## config.mk

```make
export PLATFORM = sky130hd
export DESIGN_NAME = i2c_master_transaction_sequencer
export DESIGN_NICKNAME = d
export VERILOG_FILES = /design/src/i2cm_seq_pkg.sv /design/src/i2c_master_transaction_sequencer.sv
export SDC_FILE = /design/constraint.sdc
export NUM_CORES = 1
export LEC_CHECK = 0
export BUFFER_PORTS_ARGS = -buffer_cell sky130_fd_sc_hd__buf_2
export CORE_MARGIN = 2
export CORE_UTILIZATION = 52
export CTS_BUF_LIST = sky130_fd_sc_hd__clkbuf_8
export DETAILED_ROUTE_END_ITERATION = 10
export PLACE_DENSITY = 0.79
export SYNTH_ARGS = -nofsm -noshare
export SYNTH_HDL_FRONTEND = slang
export SYNTH_SLANG_ARGS = --single-unit
```

## constraint.sdc

```tcl
create_clock -name aclk -period 3.3 [get_ports aclk]
set_clock_uncertainty 0.2 [all_clocks]
set_input_delay 0.165 -clock aclk [delete_from_list [all_inputs] [get_ports aclk]]
set_output_delay 0.165 -clock aclk [all_outputs]
set_load 0.05 [all_outputs]
```

## src/i2cm_seq_pkg.sv

```systemverilog
package i2cm_seq_pkg;

    typedef enum logic [2:0] {
        ACT_NONE  = 3'd0,
        ACT_START = 3'd1,
        ACT_ADDR  = 3'd2,
        ACT_DATA  = 3'd3,
        ACT_ACK   = 3'd4,
        ACT_NACK  = 3'd5,
        ACT_STOP  = 3'd6
    } action_t;

    typedef enum logic [0:0] {
        CMD_BEGIN  = 1'b0,
        CMD_STATUS = 1'b1
    } command_t;

    localparam logic [7:0] ST_START      = 8'h08;
    localparam logic [7:0] ST_REP_START  = 8'h10;
    localparam logic [7:0] ST_MT_SLA_ACK = 8'h18;
    localparam logic [7:0] ST_MT_DAT_ACK = 8'h28;
    localparam logic [7:0] ST_MR_SLA_ACK = 8'h40;
    localparam logic [7:0] ST_MR_DAT_ACK = 8'h50;
    localparam logic [7:0] ST_MR_DAT_NAK = 8'h58;
    localparam logic [7:0] ST_NO_INFO    = 8'hF8;

    function automatic logic ends_well(input logic [7:0] code);
        ends_well = (code == ST_MT_SLA_ACK) || (code == ST_MT_DAT_ACK) ||
                    (code == ST_MR_DAT_NAK) || (code == ST_NO_INFO);
    endfunction

endpackage

```

## src/i2c_master_transaction_sequencer.sv

```systemverilog
// I2C master transfer sequencer. A begin transfer (s_command 0) latches the
// address byte, byte count and stop request and answers START; every status
// transfer from the byte engine (s_command 1) answers the next engine action,
// carries a received byte on the status that follows an ACK or NACK, and
// flags completion with success or error. One result per input transfer.
// An item is accepted every cycle: the step is a single decode and a 16-bit
// compare/increment on the held transfer state, landing in one output
// register, and s_ready drops only while that output register holds a
// result that m_ready has not taken.
module i2c_master_transaction_sequencer (
    input  logic        aclk,
    input  logic        aresetn,
    input  logic        s_valid,
    output logic        s_ready,
    input  logic        s_command,
    input  logic [7:0]  s_slave_address,
    input  logic [15:0] s_byte_count,
    input  logic        s_stop_wanted,
    input  logic [7:0]  s_bus_status,
    input  logic [7:0]  s_received_data,
    input  logic [7:0]  s_next_tx_byte,
    output logic        m_valid,
    input  logic        m_ready,
    output i2cm_seq_pkg::action_t m_action,
    output logic [7:0]  m_tx_byte,
    output logic [15:0] m_byte_index,
    output logic        m_rx_valid,
    output logic [7:0]  m_rx_byte,
    output logic        m_done_res,
    output logic        m_failed
);
    import i2cm_seq_pkg::*;

    logic        active_reg, active_next;
    logic [15:0] position_reg, position_next;
    logic [15:0] total_bytes_reg, total_bytes_next;
    logic        stop_flag_reg, stop_flag_next;
    logic [7:0]  address_byte_reg, address_byte_next;
    logic        receive_pending_reg, receive_pending_next;

    logic        m_valid_reg;
    action_t     action_reg, action_next;
    logic [7:0]  tx_byte_reg, tx_byte_next;
    logic [15:0] byte_index_reg, byte_index_next;
    logic        rx_valid_reg, rx_valid_next;
    logic [7:0]  rx_byte_reg, rx_byte_next;
    logic        done_reg, done_next;
    logic        failed_reg, failed_next;

    logic        accept;
    logic        finish;
    logic        more_left;
    logic        not_last;

    assign s_ready   = !m_valid_reg || m_ready;
    assign accept    = s_valid && s_ready;
    assign more_left = position_reg < total_bytes_reg;
    assign not_last  = position_reg < (total_bytes_reg - 16'd1);

    always_comb begin
        active_next          = active_reg;
        position_next        = position_reg;
        total_bytes_next     = total_bytes_reg;
        stop_flag_next       = stop_flag_reg;
        address_byte_next    = address_byte_reg;
        receive_pending_next = receive_pending_reg;
        action_next          = ACT_NONE;
        tx_byte_next         = 8'd0;
        byte_index_next      = 16'd0;
        rx_valid_next        = 1'b0;
        rx_byte_next         = 8'd0;
        done_next            = 1'b0;
        failed_next          = 1'b0;
        finish               = 1'b0;

        if (s_command == CMD_BEGIN) begin
            active_next          = 1'b1;
            position_next        = 16'd0;
            total_bytes_next     = s_byte_count;
            stop_flag_next       = s_stop_wanted;
            address_byte_next    = s_slave_address;
            receive_pending_next = 1'b0;
            action_next          = ACT_START;
        end else if (active_reg) begin
            if (receive_pending_reg) begin
                rx_valid_next        = 1'b1;
                rx_byte_next         = s_received_data;
                byte_index_next      = position_reg - 16'd1;
                receive_pending_next = 1'b0;
            end
            unique case (s_bus_status)
                ST_START, ST_REP_START: begin
                    action_next  = ACT_ADDR;
                    tx_byte_next = address_byte_reg;
                end
                ST_MT_SLA_ACK, ST_MT_DAT_ACK: begin
                    if (more_left) begin
                        action_next     = ACT_DATA;
                        tx_byte_next    = s_next_tx_byte;
                        byte_index_next = position_reg;
                        position_next   = position_reg + 16'd1;
                    end else begin
                        finish = 1'b1;
                    end
                end
                ST_MR_SLA_ACK, ST_MR_DAT_ACK: begin
                    if (more_left) begin
                        action_next = not_last ? ACT_ACK : ACT_NACK;
                        if (!receive_pending_reg) begin
                            byte_index_next = position_reg;
                        end
                        receive_pending_next = 1'b1;
                        position_next        = position_reg + 16'd1;
                    end else begin
                        finish = 1'b1;
                    end
                end
                ST_MR_DAT_NAK, ST_NO_INFO: begin
                    finish = 1'b1;
                end
                default: begin
                    stop_flag_next = 1'b1;
                    finish         = 1'b1;
                end
            endcase
            if (finish) begin
                active_next          = 1'b0;
                receive_pending_next = 1'b0;
                action_next          = stop_flag_next ? ACT_STOP : ACT_NONE;
                done_next            = 1'b1;
                failed_next          = !ends_well(s_bus_status);
            end
        end
    end

    always_ff @(posedge aclk) begin
        if (!aresetn) begin
            active_reg          <= 1'b0;
            position_reg        <= 16'd0;
            total_bytes_reg     <= 16'd0;
            stop_flag_reg       <= 1'b0;
            address_byte_reg    <= 8'd0;
            receive_pending_reg <= 1'b0;
            m_valid_reg         <= 1'b0;
        end else begin
            if (accept) begin
                active_reg          <= active_next;
                position_reg        <= position_next;
                total_bytes_reg     <= total_bytes_next;
                stop_flag_reg       <= stop_flag_next;
                address_byte_reg    <= address_byte_next;
                receive_pending_reg <= receive_pending_next;
                m_valid_reg         <= 1'b1;
            end else if (m_ready) begin
                m_valid_reg <= 1'b0;
            end
        end
    end

    always_ff @(posedge aclk) begin
        if (accept) begin
            action_reg     <= action_next;
            tx_byte_reg    <= tx_byte_next;
            byte_index_reg <= byte_index_next;
            rx_valid_reg   <= rx_valid_next;
            rx_byte_reg    <= rx_byte_next;
            done_reg       <= done_next;
            failed_reg     <= failed_next;
        end
    end

    assign m_valid      = m_valid_reg;
    assign m_action     = action_reg;
    assign m_tx_byte    = tx_byte_reg;
    assign m_byte_index = byte_index_reg;
    assign m_rx_valid   = rx_valid_reg;
    assign m_rx_byte    = rx_byte_reg;
    assign m_done_res   = done_reg;
    assign m_failed     = failed_reg;

    a_done_action: assert property (@(posedge aclk) disable iff (!aresetn)
        m_valid_reg && done_reg |-> (action_reg == ACT_STOP) || (action_reg == ACT_NONE))
        else $error("finish with an action other than stop or none");

    a_fail_needs_done: assert property (@(posedge aclk) disable iff (!aresetn)
        m_valid_reg && failed_reg |-> done_reg)
        else $error("error flag without finish");

    a_begin_starts: assert property (@(posedge aclk) disable iff (!aresetn)
        accept && (s_command == CMD_BEGIN) |=> active_reg && m_valid_reg &&
            (action_reg == ACT_START) && !receive_pending_reg)
        else $error("begin transfer did not start");

    a_done_idles: assert property (@(posedge aclk) disable iff (!aresetn)
        accept && (s_command == CMD_STATUS) |=> !(done_reg && (active_reg ||
            receive_pending_reg)))
        else $error("state still busy after finish");

    a_pending_active: assert property (@(posedge aclk) disable iff (!aresetn)
        receive_pending_reg |-> active_reg)
        else $error("receive pending while idle");

endmodule

```

==> results of run 1 <==
==> worst max-delay path, delay by kind of cell (launching register included) <==
| family | cells | cell delay (ns) |
|---|---|---|
| xor gates and xnor gates | 1 | 0.14 |
| AOI/OAI and AO/OA | 4 | 0.66 |
| DFF | 1 | 0.33 |
| and+or+nand+nor | 7 | 1.30 |
| adders and majority gates | 1 | 0.33 |
| buffers and inverters | 1 | 0.17 |
==> cell type report <==
| cell class | instances | area, um^2 | area share, % |
|---|---|---|---|
| Sequential cell | 82 | 2020 | 31.9 |
| Tap cell | 129 | 161 | 2.54 |
| Clock buffer | 9 | 124 | 1.95 |
| Clock inverter | 7 | 76.3 | 1.20 |
| Timing Repair Buffer | 158 | 1060 | 16.8 |
| Multi-Input combinational cell | 405 | 2790 | 43.9 |
| Inverter | 29 | 109 | 1.71 |
==> worst min-delay path by stage <==
| stage | end | slack, ns |
|---|---|---|
| 2_1_floorplan | active_reg | 0.07 |
| 6_report | address_byte_reg[0] | 0.08 |
| 3_5_place_dp | total_bytes_reg[3] | 0.22 |
| 3_3_place_gp | total_bytes_reg[13] | 0.21 |
| 5_1_grt | position_reg[0] | 0.1 |
| 4_1_cts | position_reg[0] | 0.07 |
==> cells by family (layout without fill, tap and decap cells) <==
logic type	after synthesis	in the layout	synth area share (%)
buf+inv	60	203	5.36
compound gates	121	121	17.6
flops	82	82	40.3
xor+xnor	18	18	3.14
simple gates	222	222	23.2
fa+ha+maj	34	34	8.47
mux	10	10	1.99
==> synth_stat cells, types with 3 or more instances <==
| cell type | number |
|---|---|
| a211oi_1 | 4 |
| a21boi_0 | 26 |
| a21o_1 | 3 |
| a21oi_1 | 26 |
| a22o_1 | 5 |
| a22oi_1 | 9 |
| and2_1 | 11 |
| and3_1 | 5 |
| buf_2 | 5 |
| buf_6 | 4 |
| clkbuf_1 | 18 |
| dfxtp_1 | 44 |
| edfxtp_1 | 38 |
| ha_1 | 34 |
| inv_1 | 29 |
| mux2i_1 | 10 |
| nand2_1 | 81 |
| nand2b_1 | 11 |
| nand3_1 | 21 |
| nand3b_1 | 3 |
| nand4_1 | 10 |
| nor2_1 | 29 |
| nor3_1 | 12 |
| nor3_2 | 3 |
| nor4_1 | 5 |
| o211ai_1 | 6 |
| o21a_1 | 5 |
| o21ai_0 | 11 |
| o311ai_0 | 3 |
| o41ai_1 | 5 |
| or3_1 | 7 |
| or4_1 | 7 |
| xnor2_1 | 17 |
==> what timing repair did <==
item,4_1_cts,5_1_grt
resized for setup,2,10
endpoints found under the setup margin,1,1
hold endpoints to repair,44,0
pin swaps,0,12
buffers inserted,0,1
hold buffers,44,0
==> layer usage <==
metal,routed length [um],track usage (%)
met1,5350,30.7
met2,6060,40.2
met3,659,3.69
met4,200,9.64
met5,0,0
==> through the flow <==
| step | worst slack (ns) | total power, mW | TNS [ns] | util [%] |
|---|---|---|---|---|
| after CTS | 0.0271 | 2.33 | 0 | 67.8 |
| after floorplan | 0.0298 | 1.43 | 0 | - |
| after global routing | -0.185 | 2.44 | -0.185 | 68.4 |
| after detailed placement | -0.0537 | 1.54 | -0.0537 | 60.8 |
| after global placement | 0.0903 | 1.53 | 0 | 60.8 |
| final | 0.00294 | 2.34 | 0 | 68.4 |
==> where the power goes <==
| part | internal, mW | switching [mW] |
|---|---|---|
| clock network | 0.355 | 0.409 |
| registers | 1.10 | 0.0191 |
| logic | 0.188 | 0.271 |
==> metrics.md, run 1 <==
| Metric | Value |
|---|---|
| Status | `finished, final reports clean` |
| Post-synth top area cell | `edfxtp_1` |
| Minimum clock period | `around 3.3 ns` |
| Wire per inst | `~15 um` |
| Die X | `approximately 100 um` |
| Yosys top cell area share | `about 23%` |
| WS Path Type | `reg2reg` |
| Prevailing post-synth register cell | `dfxtp_1` |
| Drt drc | `0` |
| Fill cell count | `~750` |
| Seq cells post-synth | `82` |
| H-tree levels | `3` |
| Final Max Slew Viols | `0` |
| Final Wtd Congestion | `~0.9` |
| Root buffer cell | `clkbuf_8` |
| CP endpoint kind | `flop` |
| Most common cell after layout, fill and taps aside | `buf_2` |
| Setup-failing EPs final | `0` |
| Fraction of layout cells with a size suffix above 1 | `a little under a quarter` |
| Starting density of the core | `~54%` |
| Syn Area/Cell | `just over 9 um^2` |
| Static Leak | `between 2 and 3 nW` |
| Reg2reg end | `m_action[0]` |
| Die Height | `a little over 100 um` |
| Starting DRC count in detailed routing | `~220` |
| Final Instance Area | `around 6300 um^2` |
| Via count | `approximately 4.5k` |
| Fin nets | `~770` |
| Area contributors post-synth | `edfxtp_1 23%, dfxtp_1 18%, ha_1 8.5%` |
| FMAX | `just over 300 MHz` |
| Post-Syn Nets | `between 600 and 700` |
| Global-route usage over all layers | `between 20% and 30%` |
| Hold path startpoint | `aresetn` |
| Peak supply drop | `221 uV` |
| CTS clk-pin slew, worst paths | `~0.10 ns` |
| Post-DP HPWL | `slightly below 9000 um` |
| CP max-delay cell | `or3_4` |
| Number of flops mapped to enable cells by yosys | `38` |
| Vias in the first global route | `4275` |
| Actual slew at the worst max-slew pin | `about 0.84 ns` |
| Smallest hold slack | `between 0.08 and 0.09 ns` |
| CP Cell Sequence | `or3_4, nor3_4, nand2_2, nor4_4, buf_4, nand3_2, xnor2_1, ha_1, nand4_1, nor2_2, o211a_1, a211oi_2, o21a_1, o41ai_2` |
| Finished Layout Cells | `approximately 820` |
| CTS buffer count | `9` |
| Initial antenna violation count | `0` |
| RSZ-0062 raised after global routing | `true` |
| FF-to-FF Start | `total_bytes_reg[3]` |
| N_diodes | `0` |
| Cells after DPL | `between 700 and 800` |
| Area after DPL | `approximately 5600 um^2` |
| Post-DRT Antenna Nets | `0` |
| First-pass GRT wire length | `slightly below 20000 um` |
| Grt total ovfl | `0` |
| Drt total wl | `12300 um` |
| Power per standard cell area | `around 370 nW/um^2` |
| Ports | `94` |
| Sequential area share after synthesis | `about two fifths` |
| Die ar. | `approximately 10000 um^2` |
| # port buffers | `93` |
| Ys async rst share | `0%` |
| Hold crit path type | `in2reg` |
| Rows | `35` |
| Worst slew margin | `between 40% and 50%` |
| Synthesized instance count | `around 550` |
| Netlist cell types | `61` |
| Num Clock Sinks | `82` |
| Clock latency on the worst-skew pair | `roughly 0.38 ns` |
| WP data required | `around 3.3 ns` |
| Total of warnings raised by yosys | `0` |
| FF-to-FF setup slack | `approximately 0.0029 ns` |
| Ratio of final minimum period to clock period | `approximately 100%` |
| Startpoint types | `flop` |
| Area Growth Syn to Fin | `26.4%` |
| Most frequent cells in the layout | `93 x buf_2, 80 x nand2_1, 44 x dlygate4sd3_1` |
| Fin. Hold Viols | `0` |
| CTS max path bufs | `2` |
| Setup crit end | `m_action[0]` |
| CP Launch Point | `total_bytes_reg[3]` |
| CTS tree | `done` |
| Largest net degree at the start of global routing | `40` |
| Number of max-cap violations | `0` |
| Slowest stage delay, CP | `0.39 ns` |
| Via density per instance | `approximately 5.5` |
| Worst Reg2Reg Path Length in Cells | `14` |
| Synth Cell Area | `~5000 um^2` |
| WP data arrival | `approximately 3.3 ns` |
| CORE AREA | `slightly above 9000 um^2` |
| WHS Path Cells | `2` |
| Drt pass-1 iters | `5` |
| Worst Path Max Fanout | `3` |
No activity file was read; power rests on OpenSTA's default activity.
==> run 2: changes to the inputs <==
CORE_UTILIZATION = 51   (was 52)
CTS_BUF_LIST = sky130_fd_sc_hd__clkbuf_16   (was sky130_fd_sc_hd__clkbuf_8)
PLACE_DENSITY = 0.78   (was 0.79)
clock period = 3 ns   (was 3.3 ns; I/O delays follow)
==> run 2 against run 1 <==
The run now ends with setup timing left. Combinational power grew 17%. Global-route usage rose by 0.81 points. Critical path depth down 1. Flip-flop and latch count stayed put. Via count increased by 3.5%. Largest power group unchanged.
==> metrics.md, run 2 (synthesis results as in run 1) <==
| Metric | Value |
|---|---|
| M1 WL | `approximately 5600 um` |
| Wire per inst | `between 15 and 20 um` |
| Fraction of layout cells with a size suffix above 1 | `approximately 24%` |
| Worst Path Max Fanout | `4` |
| Ratio of final minimum period to clock period | `106%` |
| CTS clk-pin slew, worst paths | `roughly 0.060 ns` |
| CP endpoint kind | `flop` |
| Cell-internal power | `between 2 and 2.5 mW` |
| Area after DPL | `~5800 um^2` |
| Uppermost layer routed | `met4` |
| Drt total wl | `about 13000 um` |
| Most frequent cells in the layout | `93 x buf_2, 80 x nand2_1, 44 x dlygate4sd3_1` |
| Static Leak | `2.77 nW` |
| Failing checks | `setup timing` |
| CTS buffer count | `9` |
| Actual slew at the worst max-slew pin | `approximately 0.81 ns` |
| Grt total ovfl | `0` |
| Final Max Slew Viols | `0` |
| Die Height | `around 100 um` |
| Power consumption | `approximately 2.9 mW` |
| Minimum clock period | `3.19 ns` |
| Area Growth Syn to Fin | `31.0%` |
| Setup-failing EPs final | `1` |
| Initial antenna violation count | `0` |
| Num Clock Sinks | `between 80 and 90` |
| H-tree levels | `3` |
| Die X | `~100 um` |
| First-pass GRT wire length | `between 20000 and 25000 um` |
| Root buffer cell | `clkbuf_16` |
| Starting density of the core | `roughly 52%` |
| Final Wtd Congestion | `between 0.9 and 1` |
| Post-DP HPWL | `roughly 8900 um` |
| Logic pwr share | `18.6%` |
| WP data required | `2.88 ns` |
| Final worst slack | `-0.191 ns` |
| WP data arrival | `3.07 ns` |
| CTS max path bufs | `2` |
| Drt drc | `0` |
| CORE AREA | `9680 um^2` |
| Worst slew margin | `~46%` |
| Sequential power share | `between 40% and 50%` |
| Rows | `36` |
| Clock latency on the worst-skew pair | `around 0.34 ns` |
| # port buffers | `93` |
| Met3 wire length | `slightly below 700 um` |
| Fin. Hold Viols | `0` |
| Post-DRT Antenna Nets | `0` |
| Met2 Wirelength | `~6400 um` |
| Peak supply drop | `about 270 uV` |
| RSZ-0062 raised after global routing | `true` |
| Switching fraction of total power | `between 20% and 30%` |
| NetSw | `~0.81 mW` |
| Power per standard cell area | `about 440 nW/um^2` |
| Fill cell count | `~730` |
| FF-to-FF setup slack | `-0.19 ns` |
| Status | `finished, violations left` |
| Most common cell after layout, fill and taps aside | `buf_2` |
| FMAX | `between 300 and 400 MHz` |
| Final Instance Area | `around 6600 um^2` |
| N_diodes | `0` |
| Via count | `between 4k and 5k` |
| CTS tree | `done` |
| Fin nets | `roughly 790` |
| Drt pass-1 iters | `5` |
| WS Path Type | `reg2reg` |
| Ports | `94` |
| Global-route usage over all layers | `24.7%` |
| Largest net degree at the start of global routing | `40` |
| Vias in the first global route | `4320` |
| Number of max-cap violations | `0` |
| Startpoint types | `flop` |
| Clock power frac | `between 30% and 40%` |
| Hold crit path type | `in2reg` |
| Die ar. | `between 10000 and 15000 um^2` |
| Via density per instance | `5.60` |
| Starting DRC count in detailed routing | `283` |
-- run 2: cell count changes in the layout (fill, tap and decap cells not counted), sizes merged --
cell | previous run | this run
clkinvlp | 2 | 4
inv | 31 | 29
buf | 114 | 130
-- run 2: critical path, stage by stage (launching register included) --
cell and delay [ns]:
dfxtp_1 0.31, or3_4 0.39, nor3_4 0.14, nand2_2 0.09, nor4_4 0.22, nand3_1 0.15, xnor2_1 0.15, ha_1 0.32
a211oi_2 0.24, nor2_1 0.08, a211o_1 0.24, a211oi_2 0.17, o21a_1 0.15, o41ai_2 0.07
-- run 2: power by group through the flow --
stage | clock network, mW | registers, mW | logic, mW
global route | 1.19 | 1.24 | 0.581
global placement | 0 | 1.25 | 0.449
floorplan | 0 | 1.34 | 0.234
detailed placement | 0 | 1.25 | 0.466
finish | 1.12 | 1.23 | 0.538
CTS | 1.14 | 1.23 | 0.528
-- run 2: metrics by stage --
step	hold slack [ns]	setup TNS (ns)	util, %	setup slack [ns]	instances
after floorplan	0.0508	-0.0916	-	-0.0916	547
after global placement	0.201	-0.172	59.8	-0.172	776
after detailed placement	0.209	-0.292	59.8	-0.292	776
after CTS	0.0862	-0.110	67.9	-0.110	839
after global routing	0.124	-0.374	67.9	-0.374	839
final	0.0995	-0.191	67.9	-0.191	839
-- run 2: final cells by class --
cell class,instances,area (um^2),share of cell area (%)
timing repair buffer,174,1200,18.2
sequential,82,2020,30.8
inverter,29,113,1.71
multi-input combinational,405,2780,42.2
clock buffer,9,225,3.42
tap,133,166,2.53
clock inverter,7,77.6,1.18
-- run 2: repair_timing --
item / in CTS / in global routing
resized for setup: 4 / 0
pin swaps: 10 / 0
hold endpoints to repair: 44 / 0
hold buffers: 44 / 0
buffers inserted: 3 / 0
setup endpoints to repair: 1 / 1
-- run 2: final timing paths --
check                            from                   to  depth (start not counted)
setup / recovery   total_bytes_reg[4]          m_action[0]                         13
hold / removal                aresetn      position_reg[0]                          2
setup reg to reg   total_bytes_reg[4]          m_action[0]                         13
hold reg to reg   total_bytes_reg[15]  total_bytes_reg[15]                          2
-- run 2: per-layer routing --
layer / track usage, % / vias up
met5: 0 / -
met4: 10.2 / 0
met2: 42.0 / 175
met1: 31.5 / 2194
met3: 3.56 / 34
li1: - / 2292
